==> src/design/assert_macros.svh <==
`ifndef ASSERT_MACROS_SVH
`define ASSERT_MACROS_SVH

`ifndef SYNTHESIS
`define RHC_ASSERT(lbl, clk, rst_n, prop) \
  lbl: assert property (@(posedge clk) disable iff (!rst_n) prop) \
    else $error("assertion failed");
`define RHC_ASSERT_IMPL(lbl, clk, rst_n, pre, post) \
  lbl: assert property (@(posedge clk) disable iff (!rst_n) (pre) |-> (post)) \
    else $error("implication failed");
`define RHC_ASSERT_NEXT(lbl, clk, rst_n, pre, post) \
  lbl: assert property (@(posedge clk) disable iff (!rst_n) (pre) |=> (post)) \
    else $error("next-cycle implication failed");
`else
`define RHC_ASSERT(lbl, clk, rst_n, prop)
`define RHC_ASSERT_IMPL(lbl, clk, rst_n, pre, post)
`define RHC_ASSERT_NEXT(lbl, clk, rst_n, pre, post)
`endif

`endif

==> src/design/rhc_pkg.sv <==
`default_nettype none

package rhc_pkg;

  typedef logic [1:0] mode_t;
  typedef logic [7:0] byte_t;

  localparam mode_t MODE_NAME  = 2'd0;
  localparam mode_t MODE_VALUE = 2'd1;
  localparam mode_t MODE_END   = 2'd2;

  localparam byte_t CH_COLON = 8'h3A;
  localparam byte_t CH_CR    = 8'h0D;
  localparam byte_t CH_LF    = 8'h0A;
  localparam byte_t CH_SPACE = 8'h20;

  function automatic logic is_ws(input byte_t b);
    return (b == CH_SPACE) || ((b >= 8'h09) && (b <= 8'h0D));
  endfunction

  function automatic byte_t to_lower(input byte_t b);
    if ((b >= 8'h41) && (b <= 8'h5A)) begin
      return b + 8'h20;
    end
    return b;
  endfunction

endpackage

`default_nettype wire

==> src/design/relaxed_header_canonicalizer_core.sv <==
`default_nettype none
// Relaxed header canonicaliser: takes one header as name words, value words and an end
// word, and emits the canonical line "name:value" CR LF, one byte per output word, with
// out_last_of_header high on the final LF. Each input word is processed in the cycle it
// is accepted and its zero to three output bytes are loaded into a three-slot output
// buffer that drains one byte per cycle while out_ready is high. A word yielding at most
// one byte is taken every cycle under a ready sink; a word yielding more holds off the
// next word until the buffer is down to its last byte and the sink is taking it.

`include "assert_macros.svh"

module relaxed_header_canonicalizer_core (
  input  wire logic               clk,
  input  wire logic               rst_n,
  input  wire logic               in_valid,
  output logic                    in_ready,
  input  wire rhc_pkg::mode_t     in_mode,
  input  wire rhc_pkg::byte_t     in_byte,
  output logic                    out_valid,
  input  wire logic               out_ready,
  output rhc_pkg::byte_t          out_byte,
  output logic                    out_last_of_header
);

  logic           colon_sent_r, colon_sent_nxt;
  logic           value_started_r, value_started_nxt;
  logic           space_pending_r, space_pending_nxt;
  logic [1:0]     cnt_r, cnt_nxt;
  logic           last_r, last_nxt;
  rhc_pkg::byte_t slot_r [3];
  rhc_pkg::byte_t slot_nxt [3];

  logic           in_fire;
  logic           out_fire;
  logic [1:0]     new_cnt;
  logic           new_last;
  rhc_pkg::byte_t new_slot [3];

  assign out_valid          = (cnt_r != 2'd0);
  assign out_byte           = slot_r[0];
  assign out_last_of_header = last_r && (cnt_r == 2'd1);
  assign out_fire           = out_valid && out_ready;
  assign in_ready           = (cnt_r == 2'd0) || ((cnt_r == 2'd1) && out_ready);
  assign in_fire            = in_valid && in_ready;

  // byte generation for one input word
  always_comb begin
    logic [1:0] k;
    k                 = 2'd0;
    new_cnt           = 2'd0;
    new_last          = 1'b0;
    new_slot[0]       = rhc_pkg::CH_COLON;
    new_slot[1]       = rhc_pkg::CH_CR;
    new_slot[2]       = rhc_pkg::CH_LF;
    colon_sent_nxt    = colon_sent_r;
    value_started_nxt = value_started_r;
    space_pending_nxt = space_pending_r;
    case (in_mode)
      rhc_pkg::MODE_NAME: begin
        new_slot[0] = rhc_pkg::to_lower(in_byte);
        new_cnt     = 2'd1;
      end
      rhc_pkg::MODE_VALUE: begin
        if (rhc_pkg::is_ws(in_byte)) begin
          if (value_started_r) begin
            space_pending_nxt = 1'b1;
          end
        end else begin
          if (!colon_sent_r) begin
            new_slot[k] = rhc_pkg::CH_COLON;
            k           = k + 2'd1;
          end
          if (space_pending_r) begin
            new_slot[k] = rhc_pkg::CH_SPACE;
            k           = k + 2'd1;
          end
          new_slot[k]       = in_byte;
          new_cnt           = k + 2'd1;
          colon_sent_nxt    = 1'b1;
          value_started_nxt = 1'b1;
          space_pending_nxt = 1'b0;
        end
      end
      rhc_pkg::MODE_END: begin
        if (colon_sent_r) begin
          new_slot[0] = rhc_pkg::CH_CR;
          new_slot[1] = rhc_pkg::CH_LF;
          new_cnt     = 2'd2;
        end else begin
          new_cnt     = 2'd3;
        end
        new_last          = 1'b1;
        colon_sent_nxt    = 1'b0;
        value_started_nxt = 1'b0;
        space_pending_nxt = 1'b0;
      end
      default: begin
        new_cnt = 2'd0;
      end
    endcase
  end

  // output buffer
  always_comb begin
    cnt_nxt     = cnt_r;
    last_nxt    = last_r;
    slot_nxt[0] = slot_r[0];
    slot_nxt[1] = slot_r[1];
    slot_nxt[2] = slot_r[2];
    if (in_fire) begin
      cnt_nxt     = new_cnt;
      last_nxt    = new_last;
      slot_nxt[0] = new_slot[0];
      slot_nxt[1] = new_slot[1];
      slot_nxt[2] = new_slot[2];
    end else if (out_fire) begin
      cnt_nxt     = cnt_r - 2'd1;
      slot_nxt[0] = slot_r[1];
      slot_nxt[1] = slot_r[2];
    end
  end

  always_ff @(posedge clk) begin
    if (!rst_n) begin
      colon_sent_r    <= 1'b0;
      value_started_r <= 1'b0;
      space_pending_r <= 1'b0;
      cnt_r           <= 2'd0;
      last_r          <= 1'b0;
    end else begin
      cnt_r  <= cnt_nxt;
      last_r <= last_nxt;
      if (in_fire) begin
        colon_sent_r    <= colon_sent_nxt;
        value_started_r <= value_started_nxt;
        space_pending_r <= space_pending_nxt;
      end
    end
  end

  always_ff @(posedge clk) begin
    slot_r[0] <= slot_nxt[0];
    slot_r[1] <= slot_nxt[1];
    slot_r[2] <= slot_nxt[2];
  end

  `RHC_ASSERT_IMPL(a_last_is_lf, clk, rst_n, out_valid && out_last_of_header,
                   out_byte == rhc_pkg::CH_LF)
  `RHC_ASSERT_IMPL(a_pending_needs_value, clk, rst_n, space_pending_r, value_started_r)
  `RHC_ASSERT_NEXT(a_end_clears, clk, rst_n, in_fire && (in_mode == rhc_pkg::MODE_END),
                   !colon_sent_r && !value_started_r && !space_pending_r)
  `RHC_ASSERT_IMPL(a_accept_only_when_drained, clk, rst_n, in_fire,
                   (cnt_r == 2'd0) || ((cnt_r == 2'd1) && out_fire))

endmodule

`default_nettype wire

==> config.mk <==
export PLATFORM = sky130hd
export DESIGN_NAME = relaxed_header_canonicalizer_core
export DESIGN_NICKNAME = d
export VERILOG_FILES = /design/src/design/rhc_pkg.sv /design/src/design/relaxed_header_canonicalizer_core.sv
export VERILOG_INCLUDE_DIRS = /design/src /design/src/design
export SDC_FILE = /design/constraint.sdc
export NUM_CORES = 1
export LEC_CHECK = 0
export ABC_AREA = 1
export BUFFER_PORTS_ARGS = -buffer_cell sky130_fd_sc_hd__clkbuf_2
export CAP_MARGIN = 20
export CORE_ASPECT_RATIO = 1.1
export CORE_MARGIN = 2
export CORE_UTILIZATION = 40
export DETAILED_ROUTE_END_ITERATION = 7
export GPL_TIMING_DRIVEN = 0
export HOLD_SLACK_MARGIN = 0.15
export SLEW_MARGIN = 15
export SYNTH_ARGS = -nofsm -noshare
export SYNTH_HDL_FRONTEND = slang
export SYNTH_SLANG_ARGS = --single-unit
==> constraint.sdc <==
create_clock -name clk -period 2.3 [get_ports clk]
set_clock_uncertainty 0.1 [all_clocks]
set_input_delay 0.115 -clock clk [delete_from_list [all_inputs] [get_ports clk]]
set_output_delay 0.115 -clock clk [all_outputs]
set_load 0.05 [all_outputs]
==> qor.csv <==
stage,metric,value,unit
synthesis,synth_top_family_by_area,simple AND/OR/NAND/NOR gates,
drt,viasPerCell,4.88,
placed_design,hpwl,3070,um
clock_network,htree_num_levels,2,
final_layout,area_delta_synth_final,17.2,%
timing,relSlewSlack,66.5,%
timing,setup_tns,0,ps
clock_network,numCtsBuffers,5,
synthesis,synth.cell_area,0.00188,mm2
floorplan,num_io_pins,25,
power,p_per_area,1120,mW/mm2
job,drv_cap,0,
power,p_int,1390,uW
final_layout,n_fill_cell,457,
floorplan,die_x,69.4,um
placed_design,port-buffer-count,24,
power,peakVddDrop,0.000371,V
clock_network,cts_buffer_depth,2,
synthesis,synth-seq-area-share,43.6,%
final_layout,multi_input_area,873,um2
synthesis,synth_compound_area_share,10.1,%
clock_network,cts_tree,built,
final_layout,drive_above_1_share,23.0,%
floorplan,initial_utilization,41.0,%
synthesis,synth-seq-cells,29,
clock_network,cts_root_buffer,clkbuf_8,
timing,fin_crit_sh,84.1,%
floorplan,die-area,0.00527,mm2
power,leakagePower,0.00104,uW
synthesis,synth_warnings,0,
final_layout,ff_latch_area,821,um2
power,pwr-share-comb,47.3,%
drt,drc,0,
clock_network,clkLatencyLatePin,280,ps
critical_path,r2r_end,cnt_r[0],
timing,hold_viol_final,0,
power,switching_share,43.8,%
critical_path,endpoint,cnt_r[0],
critical_path,criticalPathCategory,register to register,
final_layout,num_antenna_cells,0,
placed_design,placed_cell_area,0.00207,mm2
floorplan,die_y,75.9,um
critical_path,startpoint_type,register,
drt,wl_per_cell,12.5,um
final_layout,nNetsFinal,294,
power,clkPwrFrac,16.0,%
timing,tightest_slew,498,ps
synthesis,synthXorXnorAreaFrac,0,%
synthesis,yosys.area_share.simple,28.9,%
global_routing,grt_max_degree,18,
timing,rsz0062_at_grt,false,
global_routing,grtUsageTotal,16.8,%
critical_path,reg2reg_setup_slack,370,ps
timing,finalSetupViolCount,0,
synthesis,syn_area_per_cell,8.08,um2
timing,max_freq,517,MHz
floorplan,core,0.00459,mm2
critical_path,crit_start,cnt_r[0],
global_routing,grt_pass1_vias,1492,
power,pwr-share-seq,36.7,%
critical_path,arrival,2000,ps
synthesis,synth_fa_ha_area_share,7.31,%
drt,initialDrtViolationCount,96,
timing,min_period,1930,ps
critical_path,r2r-start,cnt_r[0],
drt,route.vias.total,1592,
min_path,holdPathStages,3,
placed_design,gp_congestion,0.941,
outcome,status,completed,
timing,slew_violations,0,
final_layout,stdcell_area,0.00221,mm2
critical_path,path_max_fanout,17,
drt,drtAntennaViolNets,0,
synthesis,syn-instance-count,233,
floorplan,row_count,26,
final_layout,stdcell_count,326,
placed_design,place_inst,313,
global_routing,grt_first_pass_wirelength,7090,um
synthesis,synth_mux_area_share,0,%
synthesis,ys_types,26,
power,switchingPower,1080,uW
clock_network,cts.reportedPaths.clkPinSlew,70,ps
critical_path,ff2ff_path_depth,8,
drt,drt-total-wl,4080,um
critical_path,required,2360,ps
synthesis,synth_nets,258,
clock_network,cts_sinks,29,
global_routing,antenna_found_initial,0,
global_routing,gr-total-overflow,0,
drt,drt_pass1_iterations,4,
critical_path,critPathCaptureType,register,
min_path,hold_path_class,input port to register,
[flip-flops by register name, summed over array words and instances, names as in the netlist]
register         flops
slot_r              24
cnt_r                2
last_r               1
space_pending_r      1
value_started_r      1
[stage by stage]
stage          setup slack (ps)  power, uW  hold WS [ps]  util, %
6_report                    366       2480           153     48.1
5_1_grt                     200       2650           187     48.1
4_1_cts                     215       2500           151     48.1
3_5_place_dp                224       2090           296     45.2
3_3_place_gp                276       2070           291     45.2
2_1_floorplan               194       1840           136        -
[cell families (layout without fill, tap and decap cells)]
| kind of cell | Yosys count | after routing |
|---|---|---|
| AOI/OAI and AO/OA | 32 | 32 |
| buffers and inverters | 42 | 79 |
| DFF | 29 | 29 |
| and+or+nand+nor | 119 | 119 |
| adders and majority gates | 11 | 11 |
[synthesized netlist by cell type]
cell,number,area [um2]
nand2_2,2,12.5
o31ai_1,2,15.0
nand2_1,59,221
nor2_4,2,22.5
a41oi_1,3,26.3
nor2_2,3,18.8
a21oi_2,1,8.76
nor3_1,2,10.0
nand4_1,5,31.3
buf_4,8,60.1
or2_2,2,12.5
inv_1,27,101
inv_2,5,18.8
ha_1,11,138
dfxtp_1,5,100
nor2_1,30,113
o22ai_1,1,6.26
o21ai_0,12,60.1
edfxtp_1,24,721
o2111ai_1,1,8.76
o211ai_1,2,15.0
nand3_1,9,45.0
o21ai_1,1,5.00
a21oi_1,9,45.0
nand2_4,5,56.3
buf_2,2,10.0
[area by class of cell]
type,instances,share of cell area (%)
Multi-Input combinational cell,162,39.6
Clock inverter,3,0.567
Clock buffer,5,3.12
Inverter,32,5.45
Buffer,10,3.18
Tap cell,56,3.18
Sequential cell,29,37.2
Timing Repair Buffer,29,7.71
[repair_timing]
action / in CTS / in global routing
gates resized for setup: 0 / 1
endpoints found under the hold margin: 10 / 0
setup endpoints to repair: 0 / 1
setup buffers: 0 / 0
hold buffers: 5 / 0
[layout by cell type (no fill, tap or decap), types with 3 or more instances in the layout]
master and count:
a21oi_1 9, a41oi_1 3, buf_4 8, clkbuf_2 24, clkbuf_8 5, dfxtp_1 5, dlygate4sd3_1 5, edfxtp_1 24
ha_1 11, inv_1 26, inv_2 6, nand2_1 58, nand2_2 3, nand2_4 5, nand3_1 9, nand4_1 5
nor2_1 30, nor2_2 3, o21ai_0 12
[power by group through the flow]
stage                     clock network, uW  registers, uW  logic, uW
after floorplan                           0            905        931
after global placement                    0            914       1160
after detailed placement                  0            923       1170
after CTS                               404            913       1180
after global routing                    430            937       1290
final                                   395            910       1170
[routing by layer]
metal	vias to the layer above	track usage [%]	share of wire, %
li1	830	-	-
met1	724	23.0	47
met4	0	6.08	1.5
met3	6	2.93	3.1
met5	-	0	0
met2	32	26.6	49
[how the worst min path moves through the flow]
stage	start	end	slack, ps
global placement	rst_n	space_pending_r	290
floorplan	rst_n	space_pending_r	140
CTS	in_byte[4]	slot_r[0][20]	150
global route	in_byte[3]	slot_r[0][19]	190
detailed placement	rst_n	space_pending_r	300
finish	in_byte[4]	slot_r[0][20]	150
[critical path: stages (launching register included)]
cell,delay (ps)
dfxtp_1,330
inv_1,80
ha_1,170
inv_1,70
or2_2,270
o21ai_0,200
inv_2,290
o21ai_0,260
a21oi_1,60
No activity file was read; power rests on OpenSTA's default activity.
